--- src/rtl/tqrr_pkg.sv ---
// Package for the three-queue round-robin task scheduler.
// Holds sizes, codes, controller/datapath command and status types.
// No dependencies.
package tqrr_pkg;

    localparam int SLOTS_PER_QUEUE    = 15;
    localparam int PLAYER_QUEUE_SLOTS = 5;
    localparam int PROBE_LIMIT        = 46;
    localparam int IDLE_SELECTOR      = 80;
    localparam int QUEUE_COUNT        = 3;
    localparam int TOTAL_SLOTS        = QUEUE_COUNT * SLOTS_PER_QUEUE;

    localparam int SLOT_W  = $clog2(SLOTS_PER_QUEUE);
    localparam int HINT_W  = $clog2(PLAYER_QUEUE_SLOTS + 1);
    localparam int ADDR_W  = $clog2(TOTAL_SLOTS);
    localparam int PROBE_W = $clog2(PROBE_LIMIT + 1);
    localparam int QUEUE_W = 2;
    localparam int SEL_W   = 16;
    localparam int PB_W    = 32;
    localparam int SLOT_OUT_W = 4;
    localparam int STATUS_W   = 2;

    localparam logic OP_LOAD  = 1'b0;
    localparam logic OP_SCHED = 1'b1;

    localparam logic [QUEUE_W-1:0] Q_FIRST   = 2'd0;
    localparam logic [QUEUE_W-1:0] Q_SECOND  = 2'd1;
    localparam logic [QUEUE_W-1:0] Q_NEUTRAL = 2'd2;

    localparam logic [STATUS_W-1:0] ST_OK   = 2'd0;
    localparam logic [STATUS_W-1:0] ST_FULL = 2'd1;
    localparam logic [STATUS_W-1:0] ST_ERR  = 2'd2;

    typedef struct packed {
        logic found;
        logic [SLOT_W-1:0] slot;
    } t_pick;

    typedef struct packed {
        logic take;        // latch the accepted item and clear the result
        logic res_halt;    // answer an item that arrives while halted
        logic load_place;  // place a task and, for the first queue, update its hint
        logic probe;       // one probe of the schedule walk
        logic compare;     // take the read slot as the running task
        logic halt;        // probe limit reached
        logic emit;        // move the result into the output register
    } t_dp_cmd;

    typedef struct packed {
        logic halted;
        logic is_load;
        logic probe_present;
        logic limit_hit;
        logic differs;
        logic out_busy;
    } t_dp_stat;

    function automatic logic [ADDR_W-1:0] slot_addr(
        input logic [QUEUE_W-1:0] q,
        input logic [SLOT_W-1:0]  s
    );
        logic [ADDR_W-1:0] base;
        base = ADDR_W'(q) * ADDR_W'(SLOTS_PER_QUEUE);
        return base + ADDR_W'(s);
    endfunction

endpackage

--- src/rtl/tqrr_if.sv ---
// Valid/ready channel interfaces for the task scheduler: the input item
// channel and the result channel. Depends on tqrr_pkg.
interface tqrr_in_if;
    logic valid;
    logic ready;
    logic opcode;
    logic [tqrr_pkg::QUEUE_W-1:0] queue_select;
    logic [tqrr_pkg::SEL_W-1:0]   task_selector;
    logic [tqrr_pkg::PB_W-1:0]    page_base;

    modport source (output valid, opcode, queue_select, task_selector, page_base,
                    input ready);
    modport sink (input valid, opcode, queue_select, task_selector, page_base,
                  output ready);
endinterface

interface tqrr_out_if;
    logic valid;
    logic ready;
    logic [tqrr_pkg::SEL_W-1:0]      chosen_selector;
    logic [tqrr_pkg::SLOT_OUT_W-1:0] slot_used;
    logic [tqrr_pkg::STATUS_W-1:0]   status;

    modport source (output valid, chosen_selector, slot_used, status, input ready);
    modport sink (input valid, chosen_selector, slot_used, status, output ready);
endinterface

--- src/rtl/tqrr_ctrl.sv ---
// Controller state machine of the task scheduler: sequences accept,
// decode, the probe/compare walk and result hand-off. Depends on tqrr_pkg.
module tqrr_ctrl (
    input  logic                i_clk,
    input  logic                i_rst_n,
    input  logic                i_in_valid,
    output logic                o_in_ready,
    input  tqrr_pkg::t_dp_stat  i_stat,
    output tqrr_pkg::t_dp_cmd   o_cmd
);

    localparam logic [2:0] S_IDLE   = 3'd0;
    localparam logic [2:0] S_DECODE = 3'd1;
    localparam logic [2:0] S_PROBE  = 3'd2;
    localparam logic [2:0] S_CMP    = 3'd3;
    localparam logic [2:0] S_DONE   = 3'd4;

    logic [2:0] r_state;
    logic [2:0] n_state;

    assign o_in_ready = (r_state == S_IDLE);

    always_comb begin
        n_state = r_state;
        o_cmd   = '0;
        case (r_state)
            S_IDLE: begin
                if (i_in_valid) begin
                    o_cmd.take = 1'b1;
                    n_state    = S_DECODE;
                end
            end
            S_DECODE: begin
                if (i_stat.halted) begin
                    o_cmd.res_halt = 1'b1;
                    n_state        = S_DONE;
                end else if (i_stat.is_load) begin
                    o_cmd.load_place = 1'b1;
                    n_state          = S_DONE;
                end else begin
                    n_state = S_PROBE;
                end
            end
            S_PROBE: begin
                if (i_stat.limit_hit) begin
                    o_cmd.halt = 1'b1;
                    n_state    = S_DONE;
                end else begin
                    o_cmd.probe = 1'b1;
                    // A present slot needs its stored task read before comparing.
                    if (i_stat.probe_present) begin
                        n_state = S_CMP;
                    end
                end
            end
            S_CMP: begin
                o_cmd.compare = 1'b1;
                n_state = i_stat.differs ? S_DONE : S_PROBE;
            end
            S_DONE: begin
                if (!i_stat.out_busy) begin
                    o_cmd.emit = 1'b1;
                    n_state    = S_IDLE;
                end
            end
            default: begin
                n_state = S_IDLE;
            end
        endcase
    end

    always_ff @(posedge i_clk) begin
        if (!i_rst_n) begin
            r_state <= S_IDLE;
        end else begin
            r_state <= n_state;
        end
    end

endmodule

--- src/rtl/tqrr_dp.sv ---
// Datapath of the task scheduler: slot presence bits, slot task memory,
// queue indices, running task, hint, halt flag and the output register.
// Depends on tqrr_pkg.
module tqrr_dp (
    input  logic                               i_clk,
    input  logic                               i_rst_n,
    input  tqrr_pkg::t_dp_cmd                  i_cmd,
    output tqrr_pkg::t_dp_stat                 o_stat,
    input  logic                               i_opcode,
    input  logic [tqrr_pkg::QUEUE_W-1:0]       i_queue_select,
    input  logic [tqrr_pkg::SEL_W-1:0]         i_task_selector,
    input  logic [tqrr_pkg::PB_W-1:0]          i_page_base,
    output logic                               o_out_valid,
    input  logic                               i_out_ready,
    output logic [tqrr_pkg::SEL_W-1:0]         o_chosen_selector,
    output logic [tqrr_pkg::SLOT_OUT_W-1:0]    o_slot_used,
    output logic [tqrr_pkg::STATUS_W-1:0]      o_status
);

    localparam int S = tqrr_pkg::SLOTS_PER_QUEUE;

    // Control state.
    logic [tqrr_pkg::QUEUE_COUNT-1:0][S-1:0]                r_present;
    logic [tqrr_pkg::QUEUE_COUNT-1:0][tqrr_pkg::SLOT_W-1:0] r_next_idx;
    logic [tqrr_pkg::QUEUE_W-1:0]  r_cur_q;
    logic [tqrr_pkg::SEL_W-1:0]    r_run_sel;
    logic [tqrr_pkg::PB_W-1:0]     r_run_pb;
    logic [tqrr_pkg::HINT_W-1:0]   r_hint;
    logic                          r_halted;
    logic [tqrr_pkg::PROBE_W-1:0]  r_probes;
    logic                          r_out_valid;

    // Payload.
    logic                          r_op;
    logic [tqrr_pkg::QUEUE_W-1:0]  r_q;
    logic [tqrr_pkg::SEL_W-1:0]    r_sel;
    logic [tqrr_pkg::PB_W-1:0]     r_pb;
    logic [tqrr_pkg::SEL_W-1:0]    r_old_sel;
    logic [tqrr_pkg::PB_W-1:0]     r_old_pb;
    logic [tqrr_pkg::SLOT_W-1:0]   r_noted;
    logic [tqrr_pkg::SEL_W-1:0]    r_res_sel;
    logic [tqrr_pkg::SLOT_W-1:0]   r_res_slot;
    logic [tqrr_pkg::STATUS_W-1:0] r_res_status;
    logic [tqrr_pkg::SEL_W-1:0]    r_out_sel;
    logic [tqrr_pkg::SLOT_W-1:0]   r_out_slot;
    logic [tqrr_pkg::STATUS_W-1:0] r_out_status;
    logic [tqrr_pkg::SEL_W-1:0]    r_rd_sel;
    logic [tqrr_pkg::PB_W-1:0]     r_rd_pb;

    // Slot task memory.
    logic [tqrr_pkg::SEL_W-1:0] r_mem_sel [tqrr_pkg::TOTAL_SLOTS];
    logic [tqrr_pkg::PB_W-1:0]  r_mem_pb  [tqrr_pkg::TOTAL_SLOTS];

    function automatic tqrr_pkg::t_pick lowest_free(input logic [S-1:0] row, input int limit);
        tqrr_pkg::t_pick p;
        p = '0;
        for (int k = S - 1; k >= 0; k--) begin
            if (k < limit && !row[k]) begin
                p.found = 1'b1;
                p.slot  = tqrr_pkg::SLOT_W'(k);
            end
        end
        return p;
    endfunction

    function automatic tqrr_pkg::t_pick first_pick(
        input logic [S-1:0] row,
        input logic [tqrr_pkg::HINT_W-1:0] hint
    );
        tqrr_pkg::t_pick p;
        logic [tqrr_pkg::SLOT_W-1:0] pref;
        if (hint == tqrr_pkg::HINT_W'(tqrr_pkg::PLAYER_QUEUE_SLOTS - 1)) begin
            pref = '0;
        end else begin
            pref = tqrr_pkg::SLOT_W'(hint) + tqrr_pkg::SLOT_W'(1);
        end
        if (!row[pref]) begin
            p.found = 1'b1;
            p.slot  = pref;
        end else begin
            p = lowest_free(row, tqrr_pkg::PLAYER_QUEUE_SLOTS);
        end
        return p;
    endfunction

    // Load placement.
    tqrr_pkg::t_pick              load_pick;
    tqrr_pkg::t_pick              hint_pick;
    logic                         load_q_valid;
    logic [S-1:0]                 row_after;
    logic [tqrr_pkg::HINT_W-1:0]  hint_next;
    logic [tqrr_pkg::ADDR_W-1:0]  load_addr;
    logic                         load_write;

    always_comb begin
        load_q_valid = 1'b1;
        case (r_q)
            tqrr_pkg::Q_FIRST:   load_pick = first_pick(r_present[0], r_hint);
            tqrr_pkg::Q_SECOND:  load_pick = lowest_free(r_present[1],
                                                         tqrr_pkg::PLAYER_QUEUE_SLOTS);
            tqrr_pkg::Q_NEUTRAL: load_pick = lowest_free(r_present[2], S);
            default: begin
                load_pick    = '0;
                load_q_valid = 1'b0;
            end
        endcase
        row_after = r_present[0] | (S'(1) << load_pick.slot);
        hint_pick = first_pick(row_after, tqrr_pkg::HINT_W'(load_pick.slot));
        hint_next = hint_pick.found ? tqrr_pkg::HINT_W'(hint_pick.slot)
                                    : tqrr_pkg::HINT_W'(load_pick.slot);
        load_addr  = tqrr_pkg::slot_addr(r_q, load_pick.slot);
        load_write = i_cmd.load_place && load_q_valid && load_pick.found;
    end

    // Probe of the schedule walk.
    logic [tqrr_pkg::SLOT_W-1:0]  probe_ni;
    logic [tqrr_pkg::SLOT_W-1:0]  probe_ni_inc;
    logic [tqrr_pkg::QUEUE_W-1:0] probe_nq;
    logic                         probe_present;
    logic [tqrr_pkg::ADDR_W-1:0]  probe_addr;

    always_comb begin
        probe_ni      = r_next_idx[r_cur_q];
        probe_ni_inc  = (probe_ni == tqrr_pkg::SLOT_W'(S - 1)) ? '0
                        : probe_ni + tqrr_pkg::SLOT_W'(1);
        probe_nq      = (r_cur_q == tqrr_pkg::Q_NEUTRAL) ? tqrr_pkg::Q_FIRST
                        : r_cur_q + tqrr_pkg::QUEUE_W'(1);
        probe_present = r_present[r_cur_q][probe_ni];
        probe_addr    = tqrr_pkg::slot_addr(r_cur_q, probe_ni);
    end

    assign o_stat.halted        = r_halted;
    assign o_stat.is_load       = (r_op == tqrr_pkg::OP_LOAD);
    assign o_stat.probe_present = probe_present;
    assign o_stat.limit_hit     = (r_probes == tqrr_pkg::PROBE_W'(tqrr_pkg::PROBE_LIMIT));
    assign o_stat.differs       = (r_rd_sel != r_old_sel) || (r_rd_pb != r_old_pb);
    assign o_stat.out_busy      = r_out_valid && !i_out_ready;

    always_ff @(posedge i_clk) begin
        if (load_write) begin
            r_mem_sel[load_addr] <= r_sel;
            r_mem_pb[load_addr]  <= r_pb;
        end
        if (i_cmd.probe) begin
            r_rd_sel <= r_mem_sel[probe_addr];
            r_rd_pb  <= r_mem_pb[probe_addr];
        end
    end

    always_ff @(posedge i_clk) begin
        if (!i_rst_n) begin
            r_present   <= '0;
            r_next_idx  <= '0;
            r_cur_q     <= tqrr_pkg::Q_NEUTRAL;
            r_run_sel   <= tqrr_pkg::SEL_W'(tqrr_pkg::IDLE_SELECTOR);
            r_run_pb    <= '0;
            r_hint      <= '0;
            r_halted    <= 1'b0;
            r_probes    <= '0;
            r_out_valid <= 1'b0;
        end else begin
            if (i_cmd.take) begin
                r_probes <= '0;
            end
            if (load_write) begin
                r_present[r_q][load_pick.slot] <= 1'b1;
                if (r_q == tqrr_pkg::Q_FIRST) begin
                    r_hint <= hint_next;
                end
            end
            if (i_cmd.probe) begin
                r_next_idx[r_cur_q] <= probe_ni_inc;
                r_probes <= r_probes + tqrr_pkg::PROBE_W'(1);
                if (probe_present || (r_noted == probe_ni_inc)) begin
                    r_cur_q <= probe_nq;
                end
            end
            if (i_cmd.compare) begin
                r_run_sel <= r_rd_sel;
                r_run_pb  <= r_rd_pb;
            end
            if (i_cmd.halt) begin
                r_halted <= 1'b1;
            end
            if (i_cmd.emit) begin
                r_out_valid <= 1'b1;
            end else if (i_out_ready) begin
                r_out_valid <= 1'b0;
            end
        end
    end

    always_ff @(posedge i_clk) begin
        if (i_cmd.take) begin
            r_op         <= i_opcode;
            r_q          <= i_queue_select;
            r_sel        <= i_task_selector;
            r_pb         <= i_page_base;
            r_old_sel    <= r_run_sel;
            r_old_pb     <= r_run_pb;
            r_noted      <= r_next_idx[r_cur_q];
            r_res_sel    <= '0;
            r_res_slot   <= '0;
            r_res_status <= tqrr_pkg::ST_OK;
        end
        if (i_cmd.res_halt || i_cmd.halt) begin
            r_res_sel    <= '0;
            r_res_status <= tqrr_pkg::ST_ERR;
        end
        if (i_cmd.load_place && load_q_valid) begin
            if (load_pick.found) begin
                r_res_slot <= load_pick.slot;
            end else begin
                r_res_status <= tqrr_pkg::ST_FULL;
            end
        end
        // The noted index only follows the walk when an empty slot wraps a queue.
        if (i_cmd.probe && !probe_present && (r_noted == probe_ni_inc)) begin
            r_noted <= r_next_idx[probe_nq];
        end
        if (i_cmd.compare) begin
            r_res_sel <= r_rd_sel;
        end
        if (i_cmd.emit) begin
            r_out_sel    <= r_res_sel;
            r_out_slot   <= r_res_slot;
            r_out_status <= r_res_status;
        end
    end

    assign o_out_valid       = r_out_valid;
    assign o_chosen_selector = r_out_sel;
    assign o_slot_used       = tqrr_pkg::SLOT_OUT_W'(r_out_slot);
    assign o_status          = r_out_status;

endmodule

--- src/rtl/three_queue_round_robin_task_scheduler_unit.sv ---
// Three-queue round-robin task scheduler. One item in, one result out,
// one item at a time. A load item is accepted, decoded and placed, and
// its result is moved into the output register. A schedule item walks
// the queues probe by probe; a present slot's stored task is read from
// the slot memory in its probe and compared in the following cycle. The
// walk is bounded by 46 probes, and a walk that reaches the bound sets
// the halt. Presence bits are flip-flops cleared by reset, so no
// clearing pass is needed. The output is registered, and a new item is
// accepted while a result waits.
// Depends on tqrr_pkg, tqrr_if, tqrr_ctrl and tqrr_dp.
module three_queue_round_robin_task_scheduler_unit (
    input  logic        i_clk,
    input  logic        i_rst_n,
    tqrr_in_if.sink     i_task,
    tqrr_out_if.source  o_result
);

    tqrr_pkg::t_dp_cmd  cmd;
    tqrr_pkg::t_dp_stat stat;
    logic               in_ready;

    assign i_task.ready = in_ready;

    tqrr_ctrl u_ctrl (
        .i_clk      (i_clk),
        .i_rst_n    (i_rst_n),
        .i_in_valid (i_task.valid),
        .o_in_ready (in_ready),
        .i_stat     (stat),
        .o_cmd      (cmd)
    );

    tqrr_dp u_dp (
        .i_clk             (i_clk),
        .i_rst_n           (i_rst_n),
        .i_cmd             (cmd),
        .o_stat            (stat),
        .i_opcode          (i_task.opcode),
        .i_queue_select    (i_task.queue_select),
        .i_task_selector   (i_task.task_selector),
        .i_page_base       (i_task.page_base),
        .o_out_valid       (o_result.valid),
        .i_out_ready       (o_result.ready),
        .o_chosen_selector (o_result.chosen_selector),
        .o_slot_used       (o_result.slot_used),
        .o_status          (o_result.status)
    );

endmodule

--- src/flat_wrapper.sv ---
// flat-port wrapper written by rule: the top's interface ports become plain ports
module three_queue_round_robin_task_scheduler_unit_flat 
  (i_clk, i_rst_n, i_task_valid, i_task_opcode, i_task_queue_select, i_task_task_selector, i_task_page_base, i_task_ready, o_result_valid, o_result_chosen_selector, o_result_slot_used, o_result_status, o_result_ready);
  tqrr_in_if i_task_i ();
  tqrr_out_if o_result_i ();
  input  logic i_clk;
  input  logic i_rst_n;
  input wire logic [$bits(i_task_i.valid)-1:0] i_task_valid;
  input wire logic [$bits(i_task_i.opcode)-1:0] i_task_opcode;
  input wire logic [$bits(i_task_i.queue_select)-1:0] i_task_queue_select;
  input wire logic [$bits(i_task_i.task_selector)-1:0] i_task_task_selector;
  input wire logic [$bits(i_task_i.page_base)-1:0] i_task_page_base;
  output wire logic [$bits(i_task_i.ready)-1:0] i_task_ready;
  output wire logic [$bits(o_result_i.valid)-1:0] o_result_valid;
  output wire logic [$bits(o_result_i.chosen_selector)-1:0] o_result_chosen_selector;
  output wire logic [$bits(o_result_i.slot_used)-1:0] o_result_slot_used;
  output wire logic [$bits(o_result_i.status)-1:0] o_result_status;
  input wire logic [$bits(o_result_i.ready)-1:0] o_result_ready;
  assign i_task_i.valid = i_task_valid;
  assign i_task_i.opcode = i_task_opcode;
  assign i_task_i.queue_select = i_task_queue_select;
  assign i_task_i.task_selector = i_task_task_selector;
  assign i_task_i.page_base = i_task_page_base;
  assign i_task_ready = i_task_i.ready;
  assign o_result_valid = o_result_i.valid;
  assign o_result_chosen_selector = o_result_i.chosen_selector;
  assign o_result_slot_used = o_result_i.slot_used;
  assign o_result_status = o_result_i.status;
  assign o_result_i.ready = o_result_ready;
  three_queue_round_robin_task_scheduler_unit u_core (.i_clk(i_clk), .i_rst_n(i_rst_n), .i_task(i_task_i), .o_result(o_result_i));
endmodule
--- config.mk ---
export PLATFORM = sky130hd
export DESIGN_NAME = three_queue_round_robin_task_scheduler_unit_flat
export DESIGN_NICKNAME = d
export VERILOG_FILES = /design/src/rtl/tqrr_pkg.sv /design/src/rtl/tqrr_if.sv /design/src/rtl/tqrr_ctrl.sv /design/src/rtl/tqrr_dp.sv /design/src/rtl/three_queue_round_robin_task_scheduler_unit.sv /design/src/flat_wrapper.sv
export SDC_FILE = /design/constraint.sdc
export NUM_CORES = 2
export LEC_CHECK = 0
export CAP_MARGIN = 20
export CELL_PAD_IN_SITES_DETAIL_PLACEMENT = 1
export CELL_PAD_IN_SITES_GLOBAL_PLACEMENT = 1
export CORE_ASPECT_RATIO = 2
export CORE_MARGIN = 4
export CORE_UTILIZATION = 33
export CTS_BUF_LIST = sky130_fd_sc_hd__clkbuf_4
export DETAILED_ROUTE_END_ITERATION = 6
export DONT_BUFFER_PORTS = 1
export GPL_TIMING_DRIVEN = 0
export PLACE_DENSITY = 0.61
export SLEW_MARGIN = 20
export SYNTH_ARGS = -nofsm -noshare
export SYNTH_HDL_FRONTEND = slang
export SYNTH_HIERARCHICAL = 1
export SYNTH_SLANG_ARGS = --single-unit
--- constraint.sdc ---
create_clock -name i_clk -period 10.7 [get_ports i_clk]
set_input_delay 0 -clock i_clk [delete_from_list [all_inputs] [get_ports i_clk]]
set_output_delay 0 -clock i_clk [all_outputs]
set_load 0.02 [all_outputs]
==> flow_summary.json <==
{
  "skew_ns": 0.119,
  "combPwrFrac_pct": 9.7,
  "layout-drive-gt1-share_pct": 34.6,
  "grt_pass1_vias": 54800,
  "final_area_um2": 114000,
  "reg2reg_to": "u_core/u_dp/r_mem_pb[6][8]$_DFFE_PP_",
  "root_buffer": "clkbuf_4",
  "ant_nets": 0,
  "fp-row-count": 278,
  "netlist_top_cells_count": "edfxtp_1, mux4_2, nor2_1",
  "die_y_um": 768,
  "critPathLaunch": "u_core/u_dp/r_hint[0]$_SDFFE_PN0P_",
  "grt_util_all_layers_pct": 20.1,
  "dr.first_iter.drc_count": 4457,
  "maxSlewViolCount": 0,
  "cp_max_fo": 14,
  "yosysUniqueCellTypes": 90,
  "fillers": 27600,
  "io_buffers": 0,
  "end_kind": "register",
  "first_pass_iters": 5,
  "remaining_drc_errors": 0,
  "min_period_ns": 7.46,
  "cts_buffers": 548,
  "die_w_um": 388,
  "max_freq_mhz": 134,
  "yosysSeqAreaShare_pct": 76.7,
  "wl_per_cell_um": 32.2,
  "wirelength_um": 304000,
  "hpwlAfterDp_um": 217000,
  "synthTopCellsByArea": "edfxtp_1, mux4_2, dfxtp_1",
  "power_density_nw_per_um2": 177,
  "yosysTopAreaCell": "edfxtp_1",
  "p_leak_nw": 36.2,
  "fin_cells": 9426,
  "status": "finished clean",
  "grt_max_degree": 46,
  "max-slew-margin-rel_pct": 17.4,
  "dpl_cell_area_um2": 105000,
  "synth_top_flop_cell": "edfxtp_1",
  "crit_arrival_ns": 8.39,
  "synth-edff-count": 2349,
  "gp_congestion": 0.839,
  "core_area_um2": 287000,
  "hp-class": "primary input to register",
  "yosys_warnings": 6,
  "start_util_pct": 33.2,
  "max-cap-violations": 0,
  "ys_async_sr_fraction_pct": 0,
  "post-route-util_pct": 39.6,
  "ys_seq_elements": 2476,
  "min_period_over_period_pct": 69.7,
  "fin_nets": 5347,
  "synth_area_per_cell_um2": 22.2,
  "place_inst": 8318,
  "max_slew.worst_pin.slew_ns": 1.24,
  "irDropWorstVdd_mv": 0.0877,
  "tritoncts": "built",
  "htreeDepth": 6,
  "clkTransAtPathRegs_ns": 0.07,
  "syn_area_um2": 95300,
  "gr-total-overflow": 0,
  "worstReg2RegStart": "u_core/u_dp/r_hint[0]$_SDFFE_PN0P_",
  "syn-num-nets": 4395,
  "setup.worst_path.class": "register to register",
  "hold_depth": 2,
  "viasPerCell": 5.28,
  "regToRegSetupSlack_ns": 3.24,
  "synthMostInstantiatedCell": "edfxtp_1",
  "cp-endpoint": "u_core/u_dp/r_mem_pb[6][8]$_DFFE_PP_",
  "switching_share_pct": 25.1,
  "cts.sinks": 2476,
  "dieArea_um2": 298000,
  "synth_top_cell_area_share_pct": 74.0,
  "worstSetupStartpointType": "register",
  "p_sw_mw": 5.04,
  "synthCells": 4302,
  "setup_viol": 0,
  "rsz0062_at_grt": "false",
  "grt_pass1_wl_um": 422000,
  "cts_buffer_depth": 4,
  "p_seq_share_pct": 54.0,
  "reg2reg_depth": 19,
  "final_hold_viol_count": 0,
  "antenna_found_initial": 13,
  "synthToLayoutAreaGrowth_pct": 19.1,
  "p_int_mw": 15.0,
  "num_vias": 49800,
  "cts_setup_buffers": 0,
  "clk_latency_ns": 1.31,
  "io_pins": 79,
  "crit_required_ns": 11.62,
  "clock_power_share_pct": 36.3
}
[metal layers]
metal / GRT usage, % / up-vias / wire length, um
li1: - / 20200 / -
met1: 20.0 / 26800 / 97000
met2: 38.6 / 2019 / 170000
met3: 3.03 / 811 / 14500
met4: 12.8 / 4 / 22200
met5: 0 / - / 26
[critical path, cell delays in order, from the launching register on]
cell and delay (ns):
dfxtp_1 0.47, buf_4 0.25, inv_1 0.09, ha_1 0.39, nor2b_1 0.13, a221oi_1 0.50
a21boi_1 0.26, a22oi_2 0.38, mux2i_1 0.15, o22ai_1 0.81, fa_1 0.56, ha_1 0.24
fa_1 0.53, a211o_1 0.27, a21oi_1 0.21, nand2b_1 0.09, buf_1 0.41, nor2_4 0.86
buf_16 0.25, buf_12 0.19
[power groups by stage]
stage	logic, mW	registers, mW	clock network, mW
after floorplan	0.954	11.1	0
after global placement	1.64	11.2	0
after detailed placement	1.88	11.1	0
after CTS	1.94	10.9	7.53
after global routing	2.02	10.8	8.01
final	1.95	10.8	7.28
[state kept, by name, indices dropped and copies added (netlist names), 2 cells and up]
register                       cells
u_core/u_dp/r_old_sel             16
u_core/u_ctrl/r_state              3
u_core/u_dp/r_res_status           2
u_core/u_dp/r_mem_sel            720
u_core/u_dp/o_status               2
u_core/u_dp/r_mem_pb            1440
u_core/u_dp/o_chosen_selector     16
u_core/u_dp/r_res_slot             4
u_core/u_dp/r_next_idx            12
u_core/u_dp/r_old_pb              32
u_core/u_dp/r_pb                  32
u_core/u_dp/r_run_pb              32
u_core/u_dp/r_sel                 16
u_core/u_dp/r_present             45
u_core/u_dp/r_q                    2
u_core/u_dp/r_res_sel             16
u_core/u_dp/r_hint                 3
u_core/u_dp/r_probes               6
u_core/u_dp/r_noted                4
u_core/u_dp/r_run_sel             16
u_core/u_dp/o_slot_used            4
u_core/u_dp/r_rd_pb               32
u_core/u_dp/r_rd_sel              16
u_core/u_dp/r_cur_q                2
[area by class of cell]
| cell class | instances | area [um2] | share of cell area [%] |
|---|---|---|---|
| Antenna cell | 14 | 35.0 | 0.0309 |
| Buffer | 217 | 981 | 0.864 |
| Clock buffer | 769 | 5770 | 5.09 |
| Clock inverter | 159 | 972 | 0.857 |
| Inverter | 35 | 131 | 0.116 |
| Multi-Input combinational cell | 1574 | 21600 | 19.0 |
| Sequential cell | 2476 | 73100 | 64.4 |
| Tap cell | 3780 | 4730 | 4.17 |
| Timing Repair Buffer | 402 | 6200 | 5.47 |
[repair_timing]
| action | in CTS | in global routing |
|---|---|---|
| gates resized for setup | 0 | 0 |
| hold endpoints to repair | 266 | 0 |
| hold buffers | 153 | 0 |
[worst min path at each step]
stage	slack, ns	start	endpoint
after floorplan	0.06	i_rst_n	u_core/u_dp/r_cur_q[1]$_SDFFE_PN1P_
after global placement	0.07	i_rst_n	u_core/u_dp/r_cur_q[1]$_SDFFE_PN1P_
after detailed placement	0.07	i_rst_n	u_core/u_dp/r_cur_q[1]$_SDFFE_PN1P_
after CTS	0.03	i_task_page_base[10]	u_core/u_dp/r_pb[10]$_DFFE_PP_
after global routing	0.08	i_task_page_base[13]	u_core/u_dp/r_pb[13]$_DFFE_PP_
final	0.09	i_task_page_base[13]	u_core/u_dp/r_pb[13]$_DFFE_PP_
[layout by cell type, fill, tap and decap left out, types with 23 or more instances in the layout]
master,Yosys,final
buf_2,8,49
inv_1,30,30
edfxtp_1,2349,2349
buf_16,0,52
clkbuf_4,0,769
nand3_1,23,23
ha_1,30,30
nor2_1,237,191
nor2_4,0,45
buf_12,0,111
buf_8,0,47
mux4_2,678,678
mux2i_1,113,113
clkbuf_2,1,55
dfxtp_1,127,127
xnor2_1,55,54
and2_1,25,25
clkbuf_1,137,97
clkinv_1,4,97
dlygate4sd3_1,0,153
nand2_1,49,49
clkinv_2,0,23
a21oi_1,116,115
[metrics by stage]
stage	worst slack, ns	hold slack, ns	setup TNS, ns	total power, mW
after floorplan	1.57	0.0619	0	12.0
after global routing	3.12	0.0779	0	20.9
after detailed placement	3.46	0.0714	0	13.0
after global placement	-10.33	0.0702	-2758.65	12.8
final	3.24	0.0866	0	20.1
after CTS	3.40	0.0269	0	20.3
[logic make-up after synthesis]
kind of cell | Yosys count | synth area share [%]
AO/OA/AOI/OAI | 256 | 1.82
XOR/XNOR | 57 | 0.524
adder cells (fa/ha/maj) | 38 | 0.562
buffers and inverters | 252 | 1.06
flip-flops | 2476 | 76.7
multiplexers | 797 | 17.3
AND/OR/NAND/NOR | 426 | 2.07
Note: power is estimated with default switching activity, not from simulation.
